[config.mk]
export PLATFORM = sky130hd
export DESIGN_NAME = heatmap_color_mapper_unit_flat
export DESIGN_NICKNAME = d
export VERILOG_FILES = /design/src/hdl/hmc_pkg.sv /design/src/hdl/hmc_sample_if.sv /design/src/hdl/hmc_color_if.sv /design/src/hdl/hmc_cfg.sv /design/src/hdl/hmc_front.sv /design/src/hdl/hmc_div_stage.sv /design/src/hdl/hmc_shade.sv /design/src/hdl/heatmap_color_mapper_unit.sv /design/src/flat_wrapper.sv
export SDC_FILE = /design/constraint.sdc
export NUM_CORES = 2
export LEC_CHECK = 0
export BUFFER_PORTS_ARGS = -buffer_cell sky130_fd_sc_hd__buf_2
export CAP_MARGIN = 20
export CORE_ASPECT_RATIO = 1.2
export CORE_UTILIZATION = 50
export CTS_CLUSTER_SIZE = 12
export DETAILED_ROUTE_END_ITERATION = 16
export GPL_TIMING_DRIVEN = 0
export PLACE_DENSITY_LB_ADDON = 0.1
export RECOVER_POWER = 50
export SYNTH_ARGS = -nofsm -noshare
export SYNTH_HDL_FRONTEND = slang
export SYNTH_SLANG_ARGS = --single-unit
[constraint.sdc]
create_clock -name clk -period 7.66 [get_ports clk]
set_input_delay 0.383 -clock clk [delete_from_list [all_inputs] [get_ports clk]]
set_output_delay 0.383 -clock clk [all_outputs]
set_load 0.005 [all_outputs]
[src/hdl/hmc_pkg.sv]
`timescale 1ns / 1ps

package hmc_pkg;

  // APB configuration port
  localparam int APB_DATA_W = 32;
  localparam int APB_ADDR_W = 3;

  // Register index, taken from paddr[2]
  localparam logic REG_MIN_TEMP = 1'b0;
  localparam logic REG_MAX_TEMP = 1'b1;

  // Reset value of max_temp (100.0 with 8 fraction bits)
  localparam logic [31:0] MAX_TEMP_RESET = 32'd25600;

  // Color channels
  localparam int CHAN_W = 8;
  localparam logic [CHAN_W-1:0] CHAN_MAX = 8'hFF;
  localparam logic [CHAN_W-1:0] CHAN_MIN = 8'h00;

  // Heat scale triangles, centered at (index + 1) sixths
  localparam int NUM_TRI   = 6;
  localparam int TRI_BLUE  = 0;
  localparam int TRI_CYAN  = 1;
  localparam int TRI_GREEN = 2;
  localparam int TRI_YEL   = 3;
  localparam int TRI_RED   = 4;
  localparam int TRI_WHITE = 5;

  // Range classification of a sample
  typedef struct packed {
    logic below;  // sample under min_temp: black
    logic white;  // sample over max_temp or empty range: white
  } cls_t;

endpackage

[src/hdl/hmc_sample_if.sv]
`timescale 1ns / 1ps

interface hmc_sample_if #(
  parameter int TEMP_WIDTH = 24
) ();
  logic                         valid;
  logic                         ready;
  logic signed [TEMP_WIDTH-1:0] temp_sample;

  modport source (output valid, output temp_sample, input ready);
  modport sink   (input valid, input temp_sample, output ready);
endinterface

[src/hdl/hmc_color_if.sv]
`timescale 1ns / 1ps

interface hmc_color_if ();
  logic                        valid;
  logic                        ready;
  logic [hmc_pkg::CHAN_W-1:0] red_level;
  logic [hmc_pkg::CHAN_W-1:0] green_level;
  logic [hmc_pkg::CHAN_W-1:0] blue_level;

  modport source (output valid, output red_level, output green_level, output blue_level,
                  input ready);
  modport sink   (input valid, input red_level, input green_level, input blue_level,
                  output ready);
endinterface

[src/hdl/hmc_cfg.sv]
`timescale 1ns / 1ps

module hmc_cfg #(
  parameter int TEMP_WIDTH = 24
) (
  input  logic                              clk,
  input  logic                              rst,
  input  logic                              psel,
  input  logic                              penable,
  input  logic                              pwrite,
  input  logic [hmc_pkg::APB_ADDR_W-1:0]    paddr,
  input  logic [hmc_pkg::APB_DATA_W-1:0]    pwdata,
  output logic [hmc_pkg::APB_DATA_W-1:0]    prdata,
  output logic                              pready,
  output logic signed [TEMP_WIDTH-1:0]      min_temp,
  output logic signed [TEMP_WIDTH-1:0]      max_temp,
  output logic [TEMP_WIDTH-1:0]             span,
  output logic                              empty
);

  localparam logic signed [TEMP_WIDTH-1:0] MAX_RST = hmc_pkg::MAX_TEMP_RESET[TEMP_WIDTH-1:0];

  logic wr_en;
  logic reg_idx;

  assign pready  = 1'b1;
  assign wr_en   = psel && penable && pwrite;
  assign reg_idx = paddr[2];

  always_ff @(posedge clk) begin
    if (rst) begin
      min_temp <= '0;
      max_temp <= MAX_RST;
    end else if (wr_en) begin
      case (reg_idx)
        hmc_pkg::REG_MIN_TEMP: min_temp <= pwdata[TEMP_WIDTH-1:0];
        hmc_pkg::REG_MAX_TEMP: max_temp <= pwdata[TEMP_WIDTH-1:0];
        default: ;
      endcase
    end
  end

  // Divisor and empty-range flag, registered from max_temp and min_temp
  always_ff @(posedge clk) begin
    if (rst) begin
      span  <= MAX_RST;
      empty <= (MAX_RST <= 0);
    end else begin
      span  <= $unsigned(max_temp - min_temp);
      empty <= (max_temp <= min_temp);
    end
  end

  always_comb begin
    case (reg_idx)
      hmc_pkg::REG_MIN_TEMP: prdata = hmc_pkg::APB_DATA_W'($unsigned(min_temp));
      hmc_pkg::REG_MAX_TEMP: prdata = hmc_pkg::APB_DATA_W'($unsigned(max_temp));
      default:               prdata = '0;
    endcase
  end

endmodule

[src/hdl/hmc_front.sv]
`timescale 1ns / 1ps

module hmc_front #(
  parameter int TEMP_WIDTH = 24
) (
  input  logic                          clk,
  input  logic                          rst,
  input  logic                          in_valid,
  output logic                          in_ready,
  input  logic signed [TEMP_WIDTH-1:0]  temp_sample,
  input  logic signed [TEMP_WIDTH-1:0]  min_temp,
  input  logic signed [TEMP_WIDTH-1:0]  max_temp,
  input  logic                          empty,
  output logic                          out_valid,
  input  logic                          out_ready,
  output hmc_pkg::cls_t                 out_cls,
  output logic [TEMP_WIDTH-1:0]         out_diff
);

  logic                         s0_valid;
  logic                         s0_ready;
  logic signed [TEMP_WIDTH-1:0] t0;
  logic                         s1_ready;

  assign s1_ready = !out_valid || out_ready;
  assign s0_ready = !s0_valid || s1_ready;
  assign in_ready = s0_ready;

  always_ff @(posedge clk) begin
    if (rst) begin
      s0_valid  <= 1'b0;
      out_valid <= 1'b0;
    end else begin
      if (s0_ready) s0_valid <= in_valid;
      if (s1_ready) out_valid <= s0_valid;
    end
  end

  // Capture the sample
  always_ff @(posedge clk) begin
    if (s0_ready && in_valid) t0 <= temp_sample;
  end

  // Classify and form the dividend; t - min fits TEMP_WIDTH bits when in range
  always_ff @(posedge clk) begin
    if (s1_ready && s0_valid) begin
      out_cls.below <= (t0 < min_temp);
      out_cls.white <= (t0 > max_temp) || empty;
      out_diff      <= $unsigned(t0 - min_temp);
    end
  end

endmodule

[src/hdl/hmc_div_stage.sv]
`timescale 1ns / 1ps

module hmc_div_stage #(
  parameter int TEMP_WIDTH = 24,
  parameter int QW         = 17,
  parameter bit FIRST      = 1'b0
) (
  input  logic                  clk,
  input  logic                  rst,
  input  logic                  in_valid,
  output logic                  in_ready,
  input  hmc_pkg::cls_t         in_cls,
  input  logic [TEMP_WIDTH-1:0] in_rem,
  input  logic [QW-1:0]         in_quo,
  input  logic [TEMP_WIDTH-1:0] span,
  output logic                  out_valid,
  input  logic                  out_ready,
  output hmc_pkg::cls_t         out_cls,
  output logic [TEMP_WIDTH-1:0] out_rem,
  output logic [QW-1:0]         out_quo
);

  logic [TEMP_WIDTH:0] part;
  logic [TEMP_WIDTH:0] diff;
  logic                ge;

  // First stage takes the dividend as is, later ones the doubled remainder
  assign part     = FIRST ? {1'b0, in_rem} : {in_rem, 1'b0};
  assign diff     = part - {1'b0, span};
  assign ge       = (part >= {1'b0, span});
  assign in_ready = !out_valid || out_ready;

  always_ff @(posedge clk) begin
    if (rst) begin
      out_valid <= 1'b0;
    end else if (in_ready) begin
      out_valid <= in_valid;
    end
  end

  always_ff @(posedge clk) begin
    if (in_ready && in_valid) begin
      out_cls <= in_cls;
      out_rem <= ge ? diff[TEMP_WIDTH-1:0] : part[TEMP_WIDTH-1:0];
      out_quo <= {in_quo[QW-2:0], ge};
    end
  end

endmodule

[src/hdl/hmc_shade.sv]
`timescale 1ns / 1ps

module hmc_shade #(
  parameter int POS_FRAC_BITS = 16
) (
  input  logic                        clk,
  input  logic                        rst,
  input  logic                        in_valid,
  output logic                        in_ready,
  input  hmc_pkg::cls_t               in_cls,
  input  logic [POS_FRAC_BITS:0]      in_pos,
  output logic                        out_valid,
  input  logic                        out_ready,
  output logic [hmc_pkg::CHAN_W-1:0]  red_level,
  output logic [hmc_pkg::CHAN_W-1:0]  green_level,
  output logic [hmc_pkg::CHAN_W-1:0]  blue_level
);

  localparam int FW = POS_FRAC_BITS;
  localparam int VW = FW + 3;
  localparam logic [VW-1:0] ONE = VW'(1) << FW;

  logic                c1_valid;
  logic                c1_ready;
  hmc_pkg::cls_t       c1_cls;
  logic [VW-1:0]       c1_pos6;
  logic                c2_valid;
  logic                c2_ready;
  hmc_pkg::cls_t       c2_cls;
  logic [FW:0]         c2_tri [hmc_pkg::NUM_TRI];
  logic                c3_ready;
  logic [FW:0]         tri_val [hmc_pkg::NUM_TRI];
  logic [VW-1:0]       sum_r;
  logic [VW-1:0]       sum_g;
  logic [VW-1:0]       sum_b;

  function automatic logic [FW:0] tri_height(input logic [VW-1:0] v, input logic [VW-1:0] c);
    logic [VW-1:0] d;
    d = (v >= c) ? (v - c) : (c - v);
    return (d < ONE) ? (FW+1)'(ONE - d) : '0;
  endfunction

  function automatic logic [hmc_pkg::CHAN_W-1:0] to_chan(input logic [VW-1:0] sum);
    logic [VW-1:0] s;
    s = sum >> (FW - 8);
    return (s > VW'(hmc_pkg::CHAN_MAX)) ? hmc_pkg::CHAN_MAX : s[hmc_pkg::CHAN_W-1:0];
  endfunction

  assign c3_ready = !out_valid || out_ready;
  assign c2_ready = !c2_valid || c3_ready;
  assign c1_ready = !c1_valid || c2_ready;
  assign in_ready = c1_ready;

  always_ff @(posedge clk) begin
    if (rst) begin
      c1_valid  <= 1'b0;
      c2_valid  <= 1'b0;
      out_valid <= 1'b0;
    end else begin
      if (c1_ready) c1_valid  <= in_valid;
      if (c2_ready) c2_valid  <= c1_valid;
      if (c3_ready) out_valid <= c2_valid;
    end
  end

  // Scale position by six: 4u + 2u
  always_ff @(posedge clk) begin
    if (c1_ready && in_valid) begin
      c1_cls  <= in_cls;
      c1_pos6 <= (VW'(in_pos) << 2) + (VW'(in_pos) << 1);
    end
  end

  always_comb begin
    for (int k = 0; k < hmc_pkg::NUM_TRI; k++) begin
      tri_val[k] = tri_height(c1_pos6, VW'(k + 1) << FW);
    end
  end

  always_ff @(posedge clk) begin
    if (c2_ready && c1_valid) begin
      c2_cls <= c1_cls;
      c2_tri <= tri_val;
    end
  end

  assign sum_r = VW'(c2_tri[hmc_pkg::TRI_YEL]) + VW'(c2_tri[hmc_pkg::TRI_RED])
               + VW'(c2_tri[hmc_pkg::TRI_WHITE]);
  assign sum_g = VW'(c2_tri[hmc_pkg::TRI_CYAN]) + VW'(c2_tri[hmc_pkg::TRI_GREEN])
               + VW'(c2_tri[hmc_pkg::TRI_YEL]) + VW'(c2_tri[hmc_pkg::TRI_WHITE]);
  assign sum_b = VW'(c2_tri[hmc_pkg::TRI_BLUE]) + VW'(c2_tri[hmc_pkg::TRI_CYAN])
               + VW'(c2_tri[hmc_pkg::TRI_WHITE]);

  // Output register; black wins over white
  always_ff @(posedge clk) begin
    if (c3_ready && c2_valid) begin
      if (c2_cls.below) begin
        red_level   <= hmc_pkg::CHAN_MIN;
        green_level <= hmc_pkg::CHAN_MIN;
        blue_level  <= hmc_pkg::CHAN_MIN;
      end else if (c2_cls.white) begin
        red_level   <= hmc_pkg::CHAN_MAX;
        green_level <= hmc_pkg::CHAN_MAX;
        blue_level  <= hmc_pkg::CHAN_MAX;
      end else begin
        red_level   <= to_chan(sum_r);
        green_level <= to_chan(sum_g);
        blue_level  <= to_chan(sum_b);
      end
    end
  end

endmodule

[src/hdl/heatmap_color_mapper_unit.sv]
`timescale 1ns / 1ps

// Heat map color mapper: turns a signed temperature (8 fraction bits) into
// an RGB triple on a black-blue-cyan-green-yellow-red-white scale.
//
// Channels: sample (sink) takes temp_sample, color (source) gives
// red_level, green_level and blue_level; an item moves when valid and ready
// are both high. min_temp and max_temp are set through the APB port at byte
// addresses 0 and 4; write them only while no item is in flight.
//
// The path runs through POS_FRAC_BITS + 6 register stages: input register,
// classify stage, one restoring-divider stage per quotient bit, then scale,
// triangle and channel stages. Throughput is one item per cycle while the
// receiver does not stall; each divider stage does one compare-subtract.
//
// Reset clears every valid bit and loads min_temp = 0, max_temp = 100.0.
// When the receiver stalls, each stage holds its item and the pipeline fills
// its empty slots; sample.ready drops only once every stage is occupied.
module heatmap_color_mapper_unit #(
  parameter int TEMP_WIDTH    = 24,
  parameter int POS_FRAC_BITS = 16
) (
  input  logic                           clk,
  input  logic                           rst,
  hmc_sample_if.sink                     sample,
  hmc_color_if.source                    color,
  input  logic                           psel,
  input  logic                           penable,
  input  logic                           pwrite,
  input  logic [hmc_pkg::APB_ADDR_W-1:0] paddr,
  input  logic [hmc_pkg::APB_DATA_W-1:0] pwdata,
  output logic [hmc_pkg::APB_DATA_W-1:0] prdata,
  output logic                           pready
);

  // Quotient u = floor((t - min) * 2^F / (max - min)) spans 0..2^F
  localparam int QW = POS_FRAC_BITS + 1;

  logic signed [TEMP_WIDTH-1:0] min_temp;
  logic signed [TEMP_WIDTH-1:0] max_temp;
  logic [TEMP_WIDTH-1:0]        span;
  logic                         empty;

  // Divider chain: index 0 is the front end's output, index QW the last stage
  logic                  dv_valid [QW+1];
  logic                  dv_ready [QW+1];
  hmc_pkg::cls_t         dv_cls   [QW+1];
  logic [TEMP_WIDTH-1:0] dv_rem   [QW+1];
  logic [QW-1:0]         dv_quo   [QW+1];

  hmc_cfg #(
    .TEMP_WIDTH (TEMP_WIDTH)
  ) u_cfg (
    .clk      (clk),
    .rst      (rst),
    .psel     (psel),
    .penable  (penable),
    .pwrite   (pwrite),
    .paddr    (paddr),
    .pwdata   (pwdata),
    .prdata   (prdata),
    .pready   (pready),
    .min_temp (min_temp),
    .max_temp (max_temp),
    .span     (span),
    .empty    (empty)
  );

  // Register the sample, then classify it and form t - min
  hmc_front #(
    .TEMP_WIDTH (TEMP_WIDTH)
  ) u_front (
    .clk         (clk),
    .rst         (rst),
    .in_valid    (sample.valid),
    .in_ready    (sample.ready),
    .temp_sample (sample.temp_sample),
    .min_temp    (min_temp),
    .max_temp    (max_temp),
    .empty       (empty),
    .out_valid   (dv_valid[0]),
    .out_ready   (dv_ready[0]),
    .out_cls     (dv_cls[0]),
    .out_diff    (dv_rem[0])
  );

  // Quotient bits shift in from the right; start from zero
  assign dv_quo[0] = '0;

  // One quotient bit per stage, most significant first
  for (genvar g = 0; g < QW; g++) begin : g_div
    hmc_div_stage #(
      .TEMP_WIDTH (TEMP_WIDTH),
      .QW         (QW),
      .FIRST      (g == 0)
    ) u_stage (
      .clk       (clk),
      .rst       (rst),
      .in_valid  (dv_valid[g]),
      .in_ready  (dv_ready[g]),
      .in_cls    (dv_cls[g]),
      .in_rem    (dv_rem[g]),
      .in_quo    (dv_quo[g]),
      .span      (span),
      .out_valid (dv_valid[g+1]),
      .out_ready (dv_ready[g+1]),
      .out_cls   (dv_cls[g+1]),
      .out_rem   (dv_rem[g+1]),
      .out_quo   (dv_quo[g+1])
    );
  end

  // Triangles, channel sums, clamp and the output register
  hmc_shade #(
    .POS_FRAC_BITS (POS_FRAC_BITS)
  ) u_shade (
    .clk         (clk),
    .rst         (rst),
    .in_valid    (dv_valid[QW]),
    .in_ready    (dv_ready[QW]),
    .in_cls      (dv_cls[QW]),
    .in_pos      (dv_quo[QW]),
    .out_valid   (color.valid),
    .out_ready   (color.ready),
    .red_level   (color.red_level),
    .green_level (color.green_level),
    .blue_level  (color.blue_level)
  );

endmodule
[src/flat_wrapper.sv]
// flat-port wrapper written by rule: the top's interface ports become plain ports
module heatmap_color_mapper_unit_flat 
#(
  parameter int TEMP_WIDTH    = 24,
  parameter int POS_FRAC_BITS = 16
)
  (clk, rst, psel, penable, pwrite, paddr, pwdata, prdata, pready, sample_valid, sample_temp_sample, sample_ready, color_valid, color_red_level, color_green_level, color_blue_level, color_ready);
  hmc_sample_if #(.TEMP_WIDTH(TEMP_WIDTH)) sample_i ();
  hmc_color_if color_i ();
  input  logic clk;
  input  logic rst;
  input  logic psel;
  input  logic penable;
  input  logic pwrite;
  input  logic [hmc_pkg::APB_ADDR_W-1:0] paddr;
  input  logic [hmc_pkg::APB_DATA_W-1:0] pwdata;
  output logic [hmc_pkg::APB_DATA_W-1:0] prdata;
  output logic pready;
  input wire logic [$bits(sample_i.valid)-1:0] sample_valid;
  input wire logic [$bits(sample_i.temp_sample)-1:0] sample_temp_sample;
  output wire logic [$bits(sample_i.ready)-1:0] sample_ready;
  output wire logic [$bits(color_i.valid)-1:0] color_valid;
  output wire logic [$bits(color_i.red_level)-1:0] color_red_level;
  output wire logic [$bits(color_i.green_level)-1:0] color_green_level;
  output wire logic [$bits(color_i.blue_level)-1:0] color_blue_level;
  input wire logic [$bits(color_i.ready)-1:0] color_ready;
  assign sample_i.valid = sample_valid;
  assign sample_i.temp_sample = sample_temp_sample;
  assign sample_ready = sample_i.ready;
  assign color_valid = color_i.valid;
  assign color_red_level = color_i.red_level;
  assign color_green_level = color_i.green_level;
  assign color_blue_level = color_i.blue_level;
  assign color_i.ready = color_ready;
  heatmap_color_mapper_unit #(.TEMP_WIDTH(TEMP_WIDTH), .POS_FRAC_BITS(POS_FRAC_BITS)) u_core (.clk(clk), .rst(rst), .sample(sample_i), .color(color_i), .psel(psel), .penable(penable), .pwrite(pwrite), .paddr(paddr), .pwdata(pwdata), .prdata(prdata), .pready(pready));
endmodule
* Yosys cells after proc, flatten, opt, wreduce, memory -nomap -nowiden
Index checks and enable logic that the tools add are counted.
** Word-level totals
- Memories kept :: 0
- Output and inout bits :: 59
- Input port bits :: 66
- RAM bits :: 0
- Bits in latches :: 0
- Word-level logic and storage cells :: 306
- Flip-flop bits (word level) :: 865
- Bits in read-only memories :: 0
** Operators by class
- Shifts and indexed selects :: 0
- Eq/ne operators :: 0
- Bitwise gates (word level) :: 1
- Add/subtract/negate cells :: 44
- $mul :: 0
- Mux-type cells :: 29
- Magnitude comparators :: 35
- Reduce and logical (&&, ||, !) cells :: 71
- Div/mod/pow operators :: 0
** Operators by type and width (number)
- subtractor 24 bit :: 18
- >= comparator 25 x 24 -> 1 bit :: 16
- 2-to-1 mux 24 bit :: 16
- less-than comparator 19 x 17 -> 1 bit, second input constant :: 6
- 2-to-1 mux 19 bit :: 6
- subtractor 17 bit, first input constant :: 6
- one-hot mux 32 bit (2 select lines) :: 1
- adder 18 x 17 -> 19 bit :: 3
- >= comparator 19 bit, second input constant :: 3
- subtractor 19 bit, first input constant :: 3
- subtractor 19 bit, second input constant :: 3
- adder 17 x 17 -> 18 bit :: 3
- 2-to-1 mux 8 bit :: 6
- >= comparator 19 x 18 -> 1 bit, second input constant :: 2
- subtractor 18 x 19 -> 19 bit, first input constant :: 2
- subtractor 19 x 18 -> 19 bit, second input constant :: 2
- greater-than comparator 11 x 8 -> 1 bit, second input constant :: 3
- >= comparator 24 bit :: 1
- greater-than comparator 24 bit :: 1
- less-or-equal comparator 24 bit :: 1
- logical AND 1 bit :: 24
- less-than comparator 24 bit :: 1
- logical OR 1 bit :: 23
- logical NOT 1 bit :: 22
- other kinds (7) :: 8

* Depth between registers and ports, before layout
- Depth in word-level cells :: 24
- Mapped depth :: 15
- Gate-level depth less buffers :: 14

* Modules after synthesis
A second synthesis with hierarchy kept.
** Second synthesis, totals
- Cell total of the unflattened synthesis :: 7207
- Area total of the unflattened synthesis :: 71553.6 um^2
** By module, submodules not included
- hmc_div_stage (u_core.g_div[10].u_stage ...) :: times used 16, cells each 288, seq. area each 1311.3 um^2, area each 3001.6 um^2
- hmc_shade :: times used 1, cells each 1418, seq. area each 4324.1 um^2, area each 12983.7 um^2
- hmc_cfg :: times used 1, cells each 537, seq. area each 1461.4 um^2, area each 4027.6 um^2
- hmc_front :: times used 1, cells each 324, seq. area each 1541.5 um^2, area each 3459.6 um^2
- hmc_div_stage (u_core.g_div[0].u_stage) :: times used 1, cells each 319, seq. area each 1311.3 um^2, area each 3052.9 um^2
- heatmap_color_mapper_unit :: times used 1, cells each 1, seq. area each 0.0 um^2, area each 3.8 um^2

* Worst setup path before layout
Ideal clock, no wire load.
- Path type :: register to register
- Start :: reg u_core.u_shade.out_valid
- End :: reg u_core.u_shade.c2_cls[0] (netlist bit), enable pin
- Library setup time :: 705 ps
- Cell stages (with the launch flop) :: 3
- Required time :: 6955 ps
- Path buffers :: 0
- Setup slack :: -621 ps
- Arrival :: 7576 ps
- Period minus slack after synthesis :: 8281 ps
- Cells stage by stage :: dfxtp_1 > nor2b_1 > a21boi_0
** Between the ends
- Word-level cells in the longest chain between the ends :: 4
** Ends and longest elaborated chain
- from (decl) :: RTL line hmc_shade.sv:12 : output logic out_valid,
- from (signal assigned) :: RTL line hmc_shade.sv:62 : if (c3_ready) out_valid <= c2_valid;
- logical NOT 1 bit :: RTL line hmc_shade.sv:49 : assign c3_ready = !out_valid || out_ready;
- logical OR 1 bit :: RTL line hmc_shade.sv:49
- logical OR 1 bit :: RTL line hmc_shade.sv:50 : assign c2_ready = !c2_valid || c3_ready;
- logical AND 1 bit :: RTL line hmc_shade.sv:81 : if (c2_ready && c1_valid) begin
- to (signal assigned) :: RTL line hmc_shade.sv:82 : c2_cls <= c1_cls;
- to (decl) :: RTL line hmc_shade.sv:29 : hmc_pkg::cls_t c2_cls;
No other way between the ends.
A chain may end at the register's enable or synchronous reset.

* Final worst setup path
- Start :: reg u_core.u_shade.c1_pos6[18]
- End :: reg u_core.u_shade.c2_tri[66] (netlist bit) (data pin)
** Between the ends
- Word-level cells in the longest chain between the ends :: 3
- Elaborated cells between the ends (all ways) :: 6
- Those cells by class :: add/sub (3); order compare (2); mux (1)
** Ends and longest elaborated chain
- from (decl) :: RTL line hmc_shade.sv:26 : logic [VW-1:0] c1_pos6;
- from (signal assigned) :: RTL line hmc_shade.sv:70 : c1_pos6 <= (VW'(in_pos) << 2) + (VW'(in_pos) << 1);
- subtractor 18 x 19 -> 19 bit, or another cell as far along :: RTL line hmc_shade.sv:39 : d = (v >= c) ? (v - c) : (c - v);
- 2-to-1 mux 19 bit * :: RTL line hmc_shade.sv:39
- less-than comparator 19 x 17 -> 1 bit / subtractor 17 bit (equally long branches) :: RTL line hmc_shade.sv:40 : return (d < ONE) ? (FW+1)'(ONE - d) : '0;
- to (signal assigned) :: RTL line hmc_shade.sv:83 : c2_tri <= tri_val;
- to (decl) :: RTL line hmc_shade.sv:30 : logic [FW:0] c2_tri [hmc_pkg::NUM_TRI];
Mark *: on every way between the ends. The rest lies on a longest branch, timed or not.

==> impl_metrics.ini <==
[floorplanning]
die_h_um = 380
top_level_ports = 125
core_mm2 = 0.118
die_w_um = 317
row_count = 138
start_util_pct = 50.5
dieArea_mm2 = 0.121

[grt]
grt_start_max_net_pins = 35
antenna_found_initial = 3
grt_overflow_total = 0
grt_pass1_vias = 46200
gr-usage-all-layers_pct = 28.4
grt_first_pass_wirelength_mm = 264

[cells_and_area]
nFillCells = 10500
layout-drive-gt1-share_pct = 6.98
num-nets-final = 7086
layout_commonest_cell = edfxtp_1
area_growth_pct = 11.8
final_cell_mix = edfxtp_1 (763), nand2_1 (603), ha_1 (550), nor2_1 (521), o21ai_0 (479)

[worst_setup_path]
endpoint_kind = register
critical_path.startpoint_type = register
crit_arrival_ns = 6.64
path_buf_inv = 6
crit_type = reg2reg
critical_path.top_delay_family = buffers and inverters
critPathMaxFanout = 10
cp_cell_sequence = clkbuf_1 > clkbuf_1 > inv_1 > ha_1 > a21oi_1 > inv_1 > a31oi_1 > clkbuf_1 > nor2_1 > mux2i_1 > nor3_1 > nor2_1 > clkbuf_1 > nor2_1
slowest_delay_ns = 0.87
worst_path_most_repeated_cell = clkbuf_1
required_ns = 8.07
slowest_stage = a31oi_1

[power_and_ir_drop]
p_leak_nw = 25.0
finalPower_mw = 13.0
pwr_density_cell_mw_per_mm2 = 195
peakVddDrop_uv = 191

[synth]
synth_area_leaders = edfxtp_1 (38%), ha_1 (12%), xnor2_1 (4.5%)
synth.top_cell.area_share_pct = 38.4
yosysWarnings = 0
synth_top_family_by_area = compound AO/OA/AOI/OAI gates
synthAdderAreaFrac_pct = 14.2
yosysSeqAreaShare_pct = 41.6
syn_area_mm2 = 0.0596
yosys.area_share.xor_xnor_pct = 6.83
netlist.top_cell.by_area = edfxtp_1
syn_avg_cell_area_um2 = 9.80
synth-edff-count = 763
synthFlopType = edfxtp_1
synth_compound_area_share_pct = 17.3
synthMuxAreaShare_pct = 2.20
postSynthCellCount = 6087
ys_types = 96
postSynth.asyncResetShare_pct = 0
synth_simple_gate_area_share_pct = 14.3
ys_ff_latch = 858

[timing]
drv_slew = 403
final.setup.tns_ns = 0
setup_viol = 0
tightest_slew_ns = 2.81
max_freq_mhz = 160
post-route-period-util_pct = 81.4
rsz0062_at_grt = no
skew_ns = 0.0332
post-route-min-period_ns = 6.23
maxSlewHeadroom_pct = -88.0
finalHoldViolCount = 0

[clock_tree]
cts.sinks = 858
cts_max_path_buffers = 3
htreeDepth = 3
clock-root-buffer = clkbuf_16
clkTransAtPathRegs_ns = 0.06
cts_tree = yes
post_cts.repair.setup_buffers = 0
ctsResizeCount = 0
cts_made_buffers = 96
hold_buffers = 50
clk_latency_ns = 0.72

[flow_run]
max_cap_viol_count = 15

[status]
violations = max-capacitance violations, max-slew violations
status = complete, but fails checks

[drt]
dr.pass1.iters = 6
wire_per_inst_um = 21.5
wl_mm = 172
drc = 0
ant_nets = 0
vias = 47200
drt_iter0_markers = 2930
vias_per_cell = 5.90

[placed_design]
io_buffers = 104
hpwl_mm = 133
gp_congestion = 0.985

[min_path]
hp-class = in2reg
## layer usage
metal  GRT usage, %  up-vias  wire length (um)
li1               -    22900                 -
met1           33.2    22700             68400
met2           50.7     1196             87500
met3           3.38      402              7340
met4           13.9        0              8690
met5              0        -                 0
## tightest hold or removal path, cell delays in order
cell and delay (ns):
buf_2 0.12, nor2_1 0.12, nand2_1 0.09, a21oi_1 0.05
## registers in the layout, indices dropped and copies added (netlist names), 17 cells and up
register and cells:
u_core.u_shade.c1_pos6 18, u_core.g_div.u_stage.out_rem 384, u_core.u_front.t0 24, u_core.u_cfg.span 24, u_core.u_front.out_diff 24, u_core.u_shade.c2_tri 96, u_core.g_div.u_stage.out_valid 17, u_core.u_cfg.max_temp 24
u_core.g_div.u_stage.out_cls 34, u_core.g_div.u_stage.out_quo 153, u_core.u_cfg.min_temp 24
## cell type report
cell class,instances,area [um2],share of cell area (%)
Multi-Input combinational cell,4696,32800,49.2
Sequential cell,858,24800,37.2
Clock buffer,119,2620,3.92
Tap cell,1540,1930,2.89
Timing Repair Buffer,198,1660,2.49
Inverter,367,1380,2.07
Clock inverter,53,742,1.11
Buffer,173,719,1.08
Antenna cell,4,10.0,0.0150
## worst paths after layout
check                                                     start                                              to  slack (ns)  depth (start not counted)
setup / recovery           u_core.u_shade.c1_pos6[18]$_DFFE_PP_         u_core.u_shade.c2_tri[66]$_SDFFCE_PP0P_        1.43                         14
hold / removal                                         paddr[2]           u_core.u_cfg.min_temp[0]$_SDFFE_PP0P_        0.08                          4
setup reg to reg           u_core.u_shade.c1_pos6[18]$_DFFE_PP_         u_core.u_shade.c2_tri[66]$_SDFFCE_PP0P_        1.43                         14
hold reg to reg   u_core.g_div[11].u_stage.out_quo[9]$_DFFE_PP_  u_core.g_div[12].u_stage.out_quo[10]$_DFFE_PP_        0.41                          0
## cells in the mapped netlist (all sizes together) (31+ instances only)
| library cell | n |
|---|---|
| a21o | 146 |
| a211oi | 69 |
| dfxtp | 95 |
| a21oi | 453 |
| o21a | 72 |
| nand4 | 92 |
| xnor2 | 308 |
| nor2 | 521 |
| o21ai | 496 |
| nor2b | 77 |
| or3 | 36 |
| and3 | 45 |
| mux2 | 105 |
| xor2 | 157 |
| nand2b | 97 |
| nor3 | 125 |
| nand2 | 603 |
| ha | 550 |
| edfxtp | 763 |
| clkbuf | 134 |
| o211ai | 36 |
| buf | 39 |
| a21boi | 32 |
| nand3 | 71 |
| fa | 80 |
| o21bai | 31 |
| o31ai | 64 |
| inv | 365 |
| a31oi | 59 |
## power breakdown
part | total, mW | switching (mW) | internal, mW
clock network | 4.92 | 1.98 | 2.94
logic | 2.81 | 1.64 | 1.17
registers | 5.30 | 0.0473 | 5.25
## stage by stage
step / cells / setup WS (ns) / utilization (%) / area [um2] / hold slack (ns)
2_1_floorplan: 6094 / 1.97 / - / 59700 / 0.400
3_3_place_gp: 7738 / 0.209 / 52.6 / 62100 / 0.401
3_5_place_dp: 7781 / 1.73 / 53.5 / 63200 / 0.405
4_1_cts: 8003 / 1.72 / 56.8 / 67100 / 0.0295
5_1_grt: 8005 / 1.25 / 56.5 / 66700 / 0.124
6_report: 8008 / 1.43 / 56.5 / 66700 / 0.0849
## cell families after synthesis
family	count (synthesis)
AO/OA/AOI/OAI	1656
XOR/XNOR	465
adder cells (fa/ha/maj)	630
buffers and inverters	540
flip-flops	858
multiplexers	118
other	2
AND/OR/NAND/NOR	1818
Power figures use the tool's default switching activity.
